**config.mk**
```make
export PLATFORM = sky130hd
export DESIGN_NAME = ir_pulse_train_validator_unit
export DESIGN_NICKNAME = d
export VERILOG_FILES = /design/src/rtl/irptv_pkg.sv /design/src/rtl/irptv_ram.sv /design/src/rtl/irptv_front.sv /design/src/rtl/irptv_div.sv /design/src/rtl/irptv_back.sv /design/src/rtl/ir_pulse_train_validator_unit.sv
export SDC_FILE = /design/constraint.sdc
export NUM_CORES = 2
export LEC_CHECK = 0
export BUFFER_PORTS_ARGS = -buffer_cell sky130_fd_sc_hd__buf_2
export CORE_ASPECT_RATIO = 0.6
export CORE_MARGIN = 1.5
export CORE_UTILIZATION = 48
export DETAILED_ROUTE_END_ITERATION = 6
export PLACE_DENSITY = 0.6
export SETUP_SLACK_MARGIN = 0.4
export SYNTH_ARGS = -nofsm -noshare
export SYNTH_HDL_FRONTEND = slang
export SYNTH_SLANG_ARGS = --single-unit
```
**constraint.sdc**
```tcl
create_clock -name clock -period 8.8 [get_ports clock]
set_clock_uncertainty 0.1 [all_clocks]
set_input_delay 1.32 -clock clock [delete_from_list [all_inputs] [get_ports clock]]
set_output_delay 1.32 -clock clock [all_outputs]
set_load 0.005 [all_outputs]
```
**src/rtl/irptv_pkg.sv**
```systemverilog
// Shared types and constants of the IR pulse train validator.
package irptv_pkg;

   localparam int SAMPLE_W = 10;
   localparam int TIME_W   = 32;
   localparam int MS_W     = 16;
   localparam int PEAKS_W  = 4;
   localparam int CSR_IDX_W  = 3;
   localparam int CSR_DATA_W = 16;

   // Register indexes of the configuration port.
   localparam logic [CSR_IDX_W-1:0] CSR_LEVEL_THRESHOLD  = 3'd0;
   localparam logic [CSR_IDX_W-1:0] CSR_PRE_SILENCE_MS   = 3'd1;
   localparam logic [CSR_IDX_W-1:0] CSR_POST_SILENCE_MS  = 3'd2;
   localparam logic [CSR_IDX_W-1:0] CSR_MAX_SEQUENCE_MS  = 3'd3;
   localparam logic [CSR_IDX_W-1:0] CSR_REQUIRED_PEAKS   = 3'd4;
   localparam logic [CSR_IDX_W-1:0] CSR_GAP_TOLERANCE_MS = 3'd5;

   // Register values after reset.
   localparam logic [SAMPLE_W-1:0] RST_LEVEL_THRESHOLD  = 10'd990;
   localparam logic [MS_W-1:0]     RST_PRE_SILENCE_MS   = 16'd1000;
   localparam logic [MS_W-1:0]     RST_POST_SILENCE_MS  = 16'd1000;
   localparam logic [MS_W-1:0]     RST_MAX_SEQUENCE_MS  = 16'd1000;
   localparam logic [PEAKS_W-1:0]  RST_REQUIRED_PEAKS   = 4'd3;
   localparam logic [MS_W-1:0]     RST_GAP_TOLERANCE_MS = 16'd250;

   typedef enum logic [1:0] {
      VERDICT_NONE      = 2'd0,
      VERDICT_ACCEPTED  = 2'd1,
      VERDICT_IRREGULAR = 2'd2,
      VERDICT_ABORTED   = 2'd3
   } verdict_type;

   typedef struct packed {
      logic [MS_W-1:0]     gap_tolerance_ms;
      logic [PEAKS_W-1:0]  required_peaks;
      logic [MS_W-1:0]     max_sequence_ms;
      logic [MS_W-1:0]     post_silence_ms;
      logic [MS_W-1:0]     pre_silence_ms;
      logic [SAMPLE_W-1:0] level_threshold;
   } cfg_type;

   // One classified sample as it waits between front and back.
   typedef struct packed {
      logic                lit;
      logic [TIME_W-1:0]   time_ms;
      logic [SAMPLE_W-1:0] sample;
   } item_type;

   typedef struct packed {
      logic [TIME_W-1:0] accepted_duration;
      logic [TIME_W-1:0] accepted_start;
      verdict_type       verdict;
   } result_type;

endpackage

```
**src/rtl/irptv_ram.sv**
```systemverilog
// Generic single-write, single-read RAM with registered read data.
module irptv_ram #(
   parameter int WIDTH = 32,
   parameter int DEPTH = 8
) (
   input  logic                     clock,
   input  logic                     wr_en,
   input  logic [$clog2(DEPTH)-1:0] wr_addr,
   input  logic [WIDTH-1:0]         wr_data,
   input  logic [$clog2(DEPTH)-1:0] rd_addr,
   output logic [WIDTH-1:0]         rd_data
);

   logic [WIDTH-1:0] mem_ff [DEPTH];
   logic [WIDTH-1:0] rd_data_ff;

   always_ff @(posedge clock) begin
      if (wr_en) begin
         mem_ff[wr_addr] <= wr_data;
      end
      rd_data_ff <= mem_ff[rd_addr];
   end

   assign rd_data = rd_data_ff;

endmodule

```
**src/rtl/irptv_front.sv**
```systemverilog
// Request intake: classifies each sample as lit or quiet and queues it.
module irptv_front (
   input  logic                               clock,
   input  logic                               reset,
   input  logic                               req_tvalid,
   output logic                               req_tready,
   input  logic [47:0]                        req_tdata,
   input  logic [irptv_pkg::SAMPLE_W-1:0]     level_threshold,
   output logic                               q_valid,
   output irptv_pkg::item_type                q_item,
   input  logic                               q_pop
);
   import irptv_pkg::*;

   localparam int QAW    = 1;
   localparam int QDEPTH = 2 ** QAW;

   item_type         entries_ff [QDEPTH];
   logic [QAW-1:0]   wr_ptr_ff, wr_ptr_in;
   logic [QAW-1:0]   rd_ptr_ff, rd_ptr_in;
   logic [QAW:0]     count_ff, count_in;
   item_type         new_item;
   logic             push;

   always_comb begin
      new_item.sample  = req_tdata[SAMPLE_W-1:0];
      new_item.time_ms = req_tdata[SAMPLE_W+TIME_W-1:SAMPLE_W];
      new_item.lit     = new_item.sample > level_threshold;
   end

   assign req_tready = count_ff < (QAW+1)'(QDEPTH);
   assign push       = req_tvalid && req_tready;
   assign q_valid    = count_ff != '0;
   assign q_item     = entries_ff[rd_ptr_ff];

   always_comb begin
      wr_ptr_in = push  ? wr_ptr_ff + 1'b1 : wr_ptr_ff;
      rd_ptr_in = q_pop ? rd_ptr_ff + 1'b1 : rd_ptr_ff;
      count_in  = count_ff;
      if (push && !q_pop) begin
         count_in = count_ff + 1'b1;
      end else if (!push && q_pop) begin
         count_in = count_ff - 1'b1;
      end
   end

   always_ff @(posedge clock) begin
      if (reset) begin
         wr_ptr_ff <= '0;
         rd_ptr_ff <= '0;
         count_ff  <= '0;
      end else begin
         wr_ptr_ff <= wr_ptr_in;
         rd_ptr_ff <= rd_ptr_in;
         count_ff  <= count_in;
      end
   end

   always_ff @(posedge clock) begin
      if (push) begin
         entries_ff[wr_ptr_ff] <= new_item;
      end
   end

endmodule

```
**src/rtl/irptv_div.sv**
```systemverilog
// Restoring divider, one quotient bit per cycle.
module irptv_div #(
   parameter int NUM_W = 36,
   parameter int DEN_W = 4
) (
   input  logic             clock,
   input  logic             reset,
   input  logic             start,
   input  logic [NUM_W-1:0] num,
   input  logic [DEN_W-1:0] den,
   output logic             busy,
   output logic             done,
   output logic [NUM_W-1:0] quot
);

   localparam int CW = $clog2(NUM_W + 1);

   logic [NUM_W-1:0] acc_ff, acc_in;
   logic [DEN_W-1:0] rem_ff, rem_in;
   logic [DEN_W-1:0] den_ff, den_in;
   logic [CW-1:0]    cnt_ff, cnt_in;
   logic             busy_ff, busy_in;
   logic             done_ff, done_in;
   logic [DEN_W:0]   trial;
   logic             fits;

   always_comb begin
      trial   = {rem_ff, acc_ff[NUM_W-1]};
      fits    = trial >= {1'b0, den_ff};
      acc_in  = acc_ff;
      rem_in  = rem_ff;
      den_in  = den_ff;
      cnt_in  = cnt_ff;
      busy_in = busy_ff;
      done_in = 1'b0;
      if (start) begin
         acc_in  = num;
         rem_in  = '0;
         den_in  = den;
         cnt_in  = CW'(NUM_W);
         busy_in = 1'b1;
      end else if (busy_ff) begin
         acc_in = {acc_ff[NUM_W-2:0], fits};
         rem_in = fits ? DEN_W'(trial - {1'b0, den_ff}) : DEN_W'(trial);
         cnt_in = cnt_ff - 1'b1;
         if (cnt_ff == CW'(1)) begin
            busy_in = 1'b0;
            done_in = 1'b1;
         end
      end
   end

   always_ff @(posedge clock) begin
      if (reset) begin
         busy_ff <= 1'b0;
         done_ff <= 1'b0;
      end else begin
         busy_ff <= busy_in;
         done_ff <= done_in;
      end
   end

   always_ff @(posedge clock) begin
      acc_ff <= acc_in;
      rem_ff <= rem_in;
      den_ff <= den_in;
      cnt_ff <= cnt_in;
   end

   assign busy = busy_ff;
   assign done = done_ff;
   assign quot = acc_ff;

endmodule

```
**src/rtl/irptv_back.sv**
```systemverilog
// Sequence engine: peak detection, sequence tracking and gap validation.
module irptv_back #(
   parameter int MAX_PEAKS = 8
) (
   input  logic                                           clock,
   input  logic                                           reset,
   input  irptv_pkg::cfg_type                             cfg,
   input  logic                                           q_valid,
   input  irptv_pkg::item_type                            q_item,
   output logic                                           q_pop,
   output logic                                           div_start,
   output logic [irptv_pkg::TIME_W+$clog2(MAX_PEAKS+1)-1:0] div_num,
   output logic [$clog2(MAX_PEAKS+1)-1:0]                 div_den,
   input  logic                                           div_done,
   input  logic [irptv_pkg::TIME_W+$clog2(MAX_PEAKS+1)-1:0] div_quot,
   output logic                                           rsp_valid,
   input  logic                                           rsp_ready,
   output irptv_pkg::result_type                          rsp_result
);
   import irptv_pkg::*;

   localparam int IDX_W = $clog2(MAX_PEAKS);
   localparam int CNT_W = $clog2(MAX_PEAKS + 1);
   localparam int CMP_W = (CNT_W > PEAKS_W) ? CNT_W : PEAKS_W;
   localparam int SUM_W = TIME_W + CNT_W;

   typedef enum logic [5:0] {
      ST_IDLE   = 6'b000001,
      ST_EVAL   = 6'b000010,
      ST_WALK   = 6'b000100,
      ST_DSTART = 6'b001000,
      ST_DIV    = 6'b010000,
      ST_DONE   = 6'b100000
   } state_type;

   state_type           state_ff, state_in;
   item_type            item_ff, item_in;
   logic [CNT_W-1:0]    peaks_ff, peaks_in;
   logic [TIME_W-1:0]   seq_begin_ff, seq_begin_in;
   logic [TIME_W-1:0]   silence_ff, silence_in;
   logic [SAMPLE_W-1:0] rmax_ff, rmax_in;
   logic [TIME_W-1:0]   rmax_time_ff, rmax_time_in;
   logic [TIME_W-1:0]   good_start_ff, good_start_in;
   logic [TIME_W-1:0]   good_dur_ff, good_dur_in;
   verdict_type         verdict_ff, verdict_in;
   logic [IDX_W-1:0]    idx_ff, idx_in;
   logic [TIME_W-1:0]   prev_ff, prev_in;
   logic [TIME_W-1:0]   last_ff, last_in;
   logic [TIME_W-1:0]   widest_ff, widest_in;
   logic [SUM_W-1:0]    sum_ff, sum_in;
   logic                rsp_valid_ff, rsp_valid_in;
   result_type          rsp_ff, rsp_in;

   logic                wr_en;
   logic [IDX_W-1:0]    wr_addr;
   logic [IDX_W-1:0]    rd_addr;
   logic [TIME_W-1:0]   rd_data;

   logic [TIME_W-1:0]   now, since_begin, since_quiet, silence_next, gap;
   logic [SAMPLE_W-1:0] rmax_next;
   logic [TIME_W-1:0]   rmax_time_next;
   logic [CMP_W-1:0]    peaks_x, req_x, cap_x;
   logic                seq_active, abort_c, check_c, peak, take, room;
   logic [SUM_W:0]      limit;

   irptv_ram #(
      .WIDTH (TIME_W),
      .DEPTH (MAX_PEAKS)
   ) u_stamps (
      .clock   (clock),
      .wr_en   (wr_en),
      .wr_addr (wr_addr),
      .wr_data (rmax_time_next),
      .rd_addr (rd_addr),
      .rd_data (rd_data)
   );

   always_comb begin
      now          = item_ff.time_ms;
      seq_active   = seq_begin_ff != '0;
      peaks_x      = CMP_W'(peaks_ff);
      req_x        = CMP_W'(cfg.required_peaks);
      cap_x        = (req_x < CMP_W'(MAX_PEAKS)) ? req_x : CMP_W'(MAX_PEAKS);
      room         = peaks_x < cap_x;
      since_begin  = now - seq_begin_ff;
      since_quiet  = now - silence_ff;
      abort_c      = seq_active && (peaks_x != req_x)
                     && (since_begin > TIME_W'(cfg.max_sequence_ms));
      check_c      = seq_active && (peaks_x == req_x) && (peaks_x != '0)
                     && (peaks_x <= CMP_W'(MAX_PEAKS)) && (silence_ff != '0)
                     && (since_quiet > TIME_W'(cfg.post_silence_ms));
      rmax_next      = (item_ff.sample > rmax_ff) ? item_ff.sample : rmax_ff;
      rmax_time_next = (item_ff.sample > rmax_ff) ? now : rmax_time_ff;
      peak         = !item_ff.lit && (rmax_next > cfg.level_threshold);
      take         = peak && (seq_active || (since_quiet > TIME_W'(cfg.pre_silence_ms)));
      silence_next = item_ff.lit ? '0 : ((silence_ff == '0) ? now : silence_ff);
      gap          = rd_data - prev_ff;
      limit        = (SUM_W+1)'(div_quot) + (SUM_W+1)'(cfg.gap_tolerance_ms);
   end

   always_comb begin
      state_in      = state_ff;
      item_in       = item_ff;
      peaks_in      = peaks_ff;
      seq_begin_in  = seq_begin_ff;
      silence_in    = silence_ff;
      rmax_in       = rmax_ff;
      rmax_time_in  = rmax_time_ff;
      good_start_in = good_start_ff;
      good_dur_in   = good_dur_ff;
      verdict_in    = verdict_ff;
      idx_in        = idx_ff;
      prev_in       = prev_ff;
      last_in       = last_ff;
      widest_in     = widest_ff;
      sum_in        = sum_ff;
      rsp_valid_in  = rsp_valid_ff && !rsp_ready;
      rsp_in        = rsp_ff;
      q_pop         = 1'b0;
      wr_en         = 1'b0;
      wr_addr       = IDX_W'(peaks_ff);
      rd_addr       = '0;
      div_start     = 1'b0;

      unique case (state_ff)
         ST_IDLE: begin
            if (q_valid) begin
               q_pop    = 1'b1;
               item_in  = q_item;
               state_in = ST_EVAL;
            end
         end
         ST_EVAL: begin
            if (abort_c) begin
               peaks_in     = '0;
               seq_begin_in = '0;
               verdict_in   = VERDICT_ABORTED;
               silence_in   = silence_next;
               state_in     = ST_DONE;
            end else if (check_c) begin
               // First stamp is being read now; the walk sees it next cycle.
               idx_in    = '0;
               sum_in    = '0;
               widest_in = '0;
               state_in  = ST_WALK;
            end else begin
               rmax_in      = peak ? '0 : rmax_next;
               rmax_time_in = rmax_time_next;
               if (take) begin
                  if (room) begin
                     wr_en    = 1'b1;
                     peaks_in = peaks_ff + 1'b1;
                     if (!seq_active) begin
                        seq_begin_in = rmax_time_next;
                     end
                  end else begin
                     // A further peak past the count drops the sequence.
                     peaks_in     = '0;
                     seq_begin_in = '0;
                  end
               end
               verdict_in = VERDICT_NONE;
               silence_in = silence_next;
               state_in   = ST_DONE;
            end
         end
         ST_WALK: begin
            rd_addr = idx_ff + 1'b1;
            prev_in = rd_data;
            if (idx_ff != '0) begin
               if (gap > widest_ff) begin
                  widest_in = gap;
               end
               sum_in = sum_ff + SUM_W'(gap);
            end
            if (CNT_W'(idx_ff) == peaks_ff - 1'b1) begin
               last_in  = rd_data;
               state_in = ST_DSTART;
            end else begin
               idx_in = idx_ff + 1'b1;
            end
         end
         ST_DSTART: begin
            div_start = 1'b1;
            state_in  = ST_DIV;
         end
         ST_DIV: begin
            if (div_done) begin
               if ((SUM_W+1)'(widest_ff) > limit) begin
                  verdict_in = VERDICT_IRREGULAR;
               end else begin
                  good_dur_in   = last_ff - seq_begin_ff;
                  good_start_in = seq_begin_ff;
                  verdict_in    = VERDICT_ACCEPTED;
               end
               peaks_in     = '0;
               seq_begin_in = '0;
               state_in     = ST_DONE;
            end
         end
         ST_DONE: begin
            if (!rsp_valid_ff || rsp_ready) begin
               rsp_valid_in              = 1'b1;
               rsp_in.verdict            = verdict_ff;
               rsp_in.accepted_start     = good_start_ff;
               rsp_in.accepted_duration  = good_dur_ff;
               state_in                  = ST_IDLE;
            end
         end
         default: begin
            state_in = ST_IDLE;
         end
      endcase
   end

   always_ff @(posedge clock) begin
      if (reset) begin
         state_ff      <= ST_IDLE;
         peaks_ff      <= '0;
         seq_begin_ff  <= '0;
         silence_ff    <= '0;
         rmax_ff       <= '0;
         rmax_time_ff  <= '0;
         good_start_ff <= '0;
         good_dur_ff   <= '0;
         rsp_valid_ff  <= 1'b0;
      end else begin
         state_ff      <= state_in;
         peaks_ff      <= peaks_in;
         seq_begin_ff  <= seq_begin_in;
         silence_ff    <= silence_in;
         rmax_ff       <= rmax_in;
         rmax_time_ff  <= rmax_time_in;
         good_start_ff <= good_start_in;
         good_dur_ff   <= good_dur_in;
         rsp_valid_ff  <= rsp_valid_in;
      end
   end

   always_ff @(posedge clock) begin
      item_ff    <= item_in;
      verdict_ff <= verdict_in;
      idx_ff     <= idx_in;
      prev_ff    <= prev_in;
      last_ff    <= last_in;
      widest_ff  <= widest_in;
      sum_ff     <= sum_in;
      rsp_ff     <= rsp_in;
   end

   assign div_num    = sum_ff;
   assign div_den    = peaks_ff;
   assign rsp_valid  = rsp_valid_ff;
   assign rsp_result = rsp_ff;

endmodule

```
**src/rtl/ir_pulse_train_validator_unit.sv**
```systemverilog
// Top level of the IR pulse train validator: registers, front, back and divider.
//
//   channel  direction  handshake            payload
//   req      in         req_tvalid/tready    tdata: sample[9:0], time_ms[41:10]
//   rsp      out        rsp_tvalid/tready    tdata: verdict[1:0], accepted_start[33:2],
//                                            accepted_duration[65:34]
//   csr      in         csr_valid/ready      csr_index, csr_data (register write)
//
// A sample without validation passes the back end in three steps (fetch,
// evaluate, result), and the back end takes no new sample before its result
// is in the result register. A validation makes P stamp reads, then one
// divider step for each of the SUM_W = 32 + count-width sum bits.
// A two-entry queue and the result register let the front and the back stall
// on their own. Reset restores the register defaults and clears all sequence
// state.
module ir_pulse_train_validator_unit #(
   parameter int MAX_PEAKS = 8
) (
   input  logic        clock,
   input  logic        reset,
   input  logic        req_tvalid,
   output logic        req_tready,
   input  logic [47:0] req_tdata,   // sample[9:0], time_ms[41:10], zero fill
   output logic        rsp_tvalid,
   input  logic        rsp_tready,
   output logic [71:0] rsp_tdata,   // verdict[1:0], accepted_start[33:2],
                                    // accepted_duration[65:34], zero fill
   input  logic        csr_valid,
   output logic        csr_ready,
   input  logic [2:0]  csr_index,
   input  logic [15:0] csr_data
);
   import irptv_pkg::*;

   localparam int CNT_W = $clog2(MAX_PEAKS + 1);
   localparam int SUM_W = TIME_W + CNT_W;

   cfg_type          cfg_ff, cfg_in;
   logic             q_valid;
   item_type         q_item;
   logic             q_pop;
   logic             div_start, div_busy, div_done;
   logic [SUM_W-1:0] div_num, div_quot;
   logic [CNT_W-1:0] div_den;
   result_type       rsp_result;

   // The user writes registers while the block is idle (unchecked); writes never stall.
   assign csr_ready = 1'b1;

   always_comb begin
      cfg_in = cfg_ff;
      if (csr_valid && csr_ready) begin
         unique case (csr_index)
            CSR_LEVEL_THRESHOLD:  cfg_in.level_threshold  = csr_data[SAMPLE_W-1:0];
            CSR_PRE_SILENCE_MS:   cfg_in.pre_silence_ms   = csr_data;
            CSR_POST_SILENCE_MS:  cfg_in.post_silence_ms  = csr_data;
            CSR_MAX_SEQUENCE_MS:  cfg_in.max_sequence_ms  = csr_data;
            CSR_REQUIRED_PEAKS:   cfg_in.required_peaks   = csr_data[PEAKS_W-1:0];
            CSR_GAP_TOLERANCE_MS: cfg_in.gap_tolerance_ms = csr_data;
            default: begin
               // Indexes beyond the register list are ignored.
               cfg_in = cfg_ff;
            end
         endcase
      end
   end

   always_ff @(posedge clock) begin
      if (reset) begin
         cfg_ff.level_threshold  <= RST_LEVEL_THRESHOLD;
         cfg_ff.pre_silence_ms   <= RST_PRE_SILENCE_MS;
         cfg_ff.post_silence_ms  <= RST_POST_SILENCE_MS;
         cfg_ff.max_sequence_ms  <= RST_MAX_SEQUENCE_MS;
         cfg_ff.required_peaks   <= RST_REQUIRED_PEAKS;
         cfg_ff.gap_tolerance_ms <= RST_GAP_TOLERANCE_MS;
      end else begin
         cfg_ff <= cfg_in;
      end
   end

   // The front decides lit or quiet against the threshold and queues the request.
   irptv_front u_front (
      .clock           (clock),
      .reset           (reset),
      .req_tvalid      (req_tvalid),
      .req_tready      (req_tready),
      .req_tdata       (req_tdata),
      .level_threshold (cfg_ff.level_threshold),
      .q_valid         (q_valid),
      .q_item          (q_item),
      .q_pop           (q_pop)
   );

   // The back runs the peak detector and the sequence rules, one request at a time.
   irptv_back #(
      .MAX_PEAKS (MAX_PEAKS)
   ) u_back (
      .clock      (clock),
      .reset      (reset),
      .cfg        (cfg_ff),
      .q_valid    (q_valid),
      .q_item     (q_item),
      .q_pop      (q_pop),
      .div_start  (div_start),
      .div_num    (div_num),
      .div_den    (div_den),
      .div_done   (div_done),
      .div_quot   (div_quot),
      .rsp_valid  (rsp_tvalid),
      .rsp_ready  (rsp_tready),
      .rsp_result (rsp_result)
   );

   // Mean gap: sum of gaps divided by the peak count.
   irptv_div #(
      .NUM_W (SUM_W),
      .DEN_W (CNT_W)
   ) u_div (
      .clock (clock),
      .reset (reset),
      .start (div_start),
      .num   (div_num),
      .den   (div_den),
      .busy  (div_busy),
      .done  (div_done),
      .quot  (div_quot)
   );

   assign rsp_tdata = {6'b0, rsp_result.accepted_duration,
                       rsp_result.accepted_start, rsp_result.verdict};

   // The queue only refuses requests when it holds work for the back.
   a_queue_full_has_work: assert property (
      @(posedge clock) disable iff (reset) !req_tready |-> q_valid
   ) else $error("front refuses requests while its queue is empty");

   // An accepted sequence always had a nonzero start time.
   a_accept_has_start: assert property (
      @(posedge clock) disable iff (reset)
      (rsp_tvalid && rsp_result.verdict == VERDICT_ACCEPTED)
         |-> rsp_result.accepted_start != '0
   ) else $error("accepted sequence reported with zero start");

   // The divider is never restarted while it is still working.
   a_div_start_idle: assert property (
      @(posedge clock) disable iff (reset) div_start |-> !div_busy
   ) else $error("divider started while busy");

   // A quotient is only reported at the end of a running division.
   a_div_done_after_busy: assert property (
      @(posedge clock) disable iff (reset) div_done |-> $past(div_busy)
   ) else $error("divider done without a division in progress");

endmodule

```
==> flow_summary_export.csv <==
group,metric,value,unit
status,outcome,"completed",
pwr,switching_share,0.346,
synthesis,synth_cells,4482,
layout,area_growth,10.2,%
synthesis,synth_area_per_cell,10.6,um^2
timing,relSlewSlack,0.142,
timing,fmax,0.129,GHz
synthesis,synth_commonest_cells,"edfxtp_1 (628), nand2_1 (530), nor2_1 (341)",
drt,drt_iter0_markers,3481,
drt,drt_first_pass_iters,5,
synthesis,synth_edf_count,628,
grt,grt_pass1_wl,190,mm
synthesis,yosys-top-cells-area,"edfxtp_1 (40%), dfxtp_1 (13%), ha_1 (8.6%)",
timing,rsz0062_at_grt,"no",
clock_network,cts.sinks,935,
layout,fill_cells,8662,
setup_path,critPathKind,"reg2reg",
clock_network,root_buffer,"clkbuf_16",
clock_network,clockBufferDepth,3,
die,num_rows,89,
synthesis,synth-seq-area-share,0.527,
pwr,internal-power,0.00873,W
pwr,p_comb_frac,0.300,
pwr,power_density,255,nW/um^2
synthesis,ys.flop_type,"edfxtp_1",
die,coreArea,98100,um^2
setup_path,critPathArrivalTime,7.97,ns
pwr,seqPwrFrac,0.411,
timing,finalSetupTns,0,ns
clock_network,postCtsHoldBufs,0,
timing,finalSetupViolCount,0,
hold_path,hold_path_class,"reg2reg",
clock_network,clock_latency,0.70,ns
synthesis,yosysWarnings,0,
timing,worst_hold_slack,0.320,ns
synthesis,syn_area,47500,um^2
clock_network,tritoncts,"done",
pwr,p_leak,19.8,nW
pwr,ir_drop,183,uV
timing,fin_crit_sh,0.882,
clock_network,htreeDepth,3,
grt,first_global_vias,30600,
layout,drive_gt1_frac,0.0908,
setup_path,cp-start-kind,"flip-flop",
place,gp_congestion,0.909,
place,io_buffers,133,
timing,final_hold_viol_count,0,
die,io_pins,147,
pwr,power.share.clock,0.290,
place,pre_cts_ws,1.26,ns
drt,wirelength,127,mm
timing,setup_ws,1.04,ns
clock_network,numCtsBuffers,88,
grt,overflow,0,
drt,drc,0,
synthesis,synth.most_common_cell,"edfxtp_1",
drt,num_vias,33600,
die,die_height,247,um
setup_path,end_kind,"flip-flop",
timing,min_period,7.76,ns
drt,ant_nets,0,
clock_network,clkTransAtPathRegs,0.07,ns
pwr,p_switching,0.00462,W
drt,routedWlPerCell,21.3,um
die,start_util,0.484,
grt,antenna_found_initial,5,
layout,fin_nets,4967,
place,hpwl,90.4,mm
timing,tightest_slew,1.29,ns
grt,grt_usage,0.247,
synthesis,synth_largest_area_cell,"edfxtp_1",
setup_path,path_max_fanout,32,
timing,slew_viol_final,0,
synthesis,ys_types,94,
drt,vias_per_cell,5.63,
synthesis,netlist.area_leader.share,0.397,
synthesis,synth-seq-cells,935,
synthesis,async_flop_share,0,
clock_network,cts_resized,0,
clock_network,postCtsSetupBuffers,0,
flow_run,drv_cap,0,
die,die-area,101000,um^2
die,die_x,409,um
setup_path,cp_data_required_time,9.02,ns
pwr,power.total,0.0133,W
grt,grt_max_degree,93,
flip-flops by register name, summed over array words and instances, names as in the netlist, 11 cells and up:
name                     count
u_back.div_num              36
u_back.rsp_result           66
u_back.u_stamps.rd_data     32
u_back.item_ff              11
u_front.entries_ff          86
u_back.now                  32
u_back.last_ff              32
u_back.seq_begin_ff         32
u_div.quot                  36
u_back.good_start_ff        32
u_back.widest_ff            32
u_back.prev_ff              32
u_back.u_stamps.mem_ff     256
u_back.silence_ff           32
cfg_ff                      78
u_back.rmax_time_ff         32
u_back.good_dur_ff          32
final cells by class:
class                           instances  area [um^2]  share of cell area
Clock inverter                         45          442             0.00844
Antenna cell                            1         2.50           0.0000478
Multi-Input combinational cell       3054        20600               0.394
Inverter                              309         1160              0.0222
Tap cell                             1319         1650              0.0315
Sequential cell                       935        25000               0.478
Clock buffer                          120         2470              0.0471
Timing Repair Buffer                  172          980              0.0187
cells by family after synthesis:
| family | after synthesis | share of synthesized area |
|---|---|---|
| simple gates | 1446 | 0.145 |
| other cells | 2 | 0.000158 |
| flops | 935 | 0.527 |
| mux | 169 | 0.0369 |
| xor+xnor | 165 | 0.0304 |
| compound gates | 932 | 0.129 |
| buf+inv | 498 | 0.0416 |
| fa+ha+maj | 335 | 0.0894 |
worst max-delay path, cell delays in order, from the launching register on:
cell       delay, ns
edfxtp_1        0.36
inv_1           0.15
ha_1            0.20
inv_1           0.06
fa_1            0.39
a21oi_1         0.25
o211ai_1        0.13
a31oi_1         0.49
o21ai_1         0.31
or2_2           0.34
a21oi_1         0.17
xnor2_1         0.10
ha_1            0.29
nand4_1         0.11
or2_2           0.34
nor3_1          0.23
o21ai_0         0.28
a2111oi_2       0.33
nand4_2         0.17
nor4_4          0.56
a31oi_2         0.28
nor3b_4         0.45
nand4b_1        0.48
nor3_2          0.25
buf_4           0.51
final timing paths:
kind | from | endpoint | slack [ns] | cells after the start
setup / recovery | u_back.now[0]$_DFFE_PP_ | u_back.u_stamps.mem_ff[0][25]$_DFFE_PP_ | 1.04 | 24
hold reg to reg | u_back.verdict_ff[1]$_DFFE_PP_ | u_back.rsp_result[1]$_DFFE_PP_ | 0.32 | 0
setup reg to reg | u_back.now[0]$_DFFE_PP_ | u_back.u_stamps.mem_ff[0][25]$_DFFE_PP_ | 1.04 | 24
hold / removal | u_back.verdict_ff[1]$_DFFE_PP_ | u_back.rsp_result[1]$_DFFE_PP_ | 0.32 | 0
layer usage:
| metal | share of wire | up-vias | global-route usage |
|---|---|---|---|
| met5 | 0 | - | 0 |
| met4 | 0.016 | 0 | 0.0475 |
| met3 | 0.071 | 136 | 0.0496 |
| met2 | 0.40 | 947 | 0.339 |
| met1 | 0.52 | 16100 | 0.396 |
| li1 | - | 16400 | - |
power groups by stage:
| stage | Clock (W) | Sequential, W | Combinational (W) |
|---|---|---|---|
| 6_report | 0.00387 | 0.00548 | 0.00400 |
| 5_1_grt | 0.00410 | 0.00550 | 0.00441 |
| 4_1_cts | 0.00394 | 0.00548 | 0.00394 |
| 3_5_place_dp | 0 | 0.00558 | 0.00391 |
| 3_3_place_gp | 0 | 0.00558 | 0.00388 |
| 2_1_floorplan | 0 | 0.00542 | 0.00286 |
stage by stage:
step	cells	utilization	instance area, um^2
after floorplan	4487	-	47500
after global placement	5789	0.504	49400
after detailed placement	5789	0.504	49400
after CTS	5954	0.533	52300
after global routing	5954	0.533	52300
final	5955	0.533	52300
cell usage in the layout (no fill, tap or decap), types with 51 or more instances in the layout:
cell type | Yosys | routed
o21ai_0 | 104 | 104
a21oi_1 | 297 | 296
nand2_1 | 530 | 528
xnor2_1 | 101 | 101
nand3_1 | 64 | 64
and3_1 | 56 | 55
dfxtp_1 | 307 | 306
nand4_1 | 53 | 53
nand2b_1 | 73 | 72
a21o_1 | 89 | 89
nor2_1 | 341 | 339
o221ai_1 | 67 | 67
buf_2 | 24 | 132
a31oi_1 | 76 | 76
nor2b_1 | 55 | 52
inv_1 | 308 | 303
xor2_1 | 64 | 64
edfxtp_1 | 628 | 628
ha_1 | 328 | 328
a211oi_1 | 62 | 62
clkbuf_16 | 0 | 91
and2_1 | 52 | 51
mux2i_1 | 121 | 121
No activity file was read; power rests on OpenSTA's default activity.
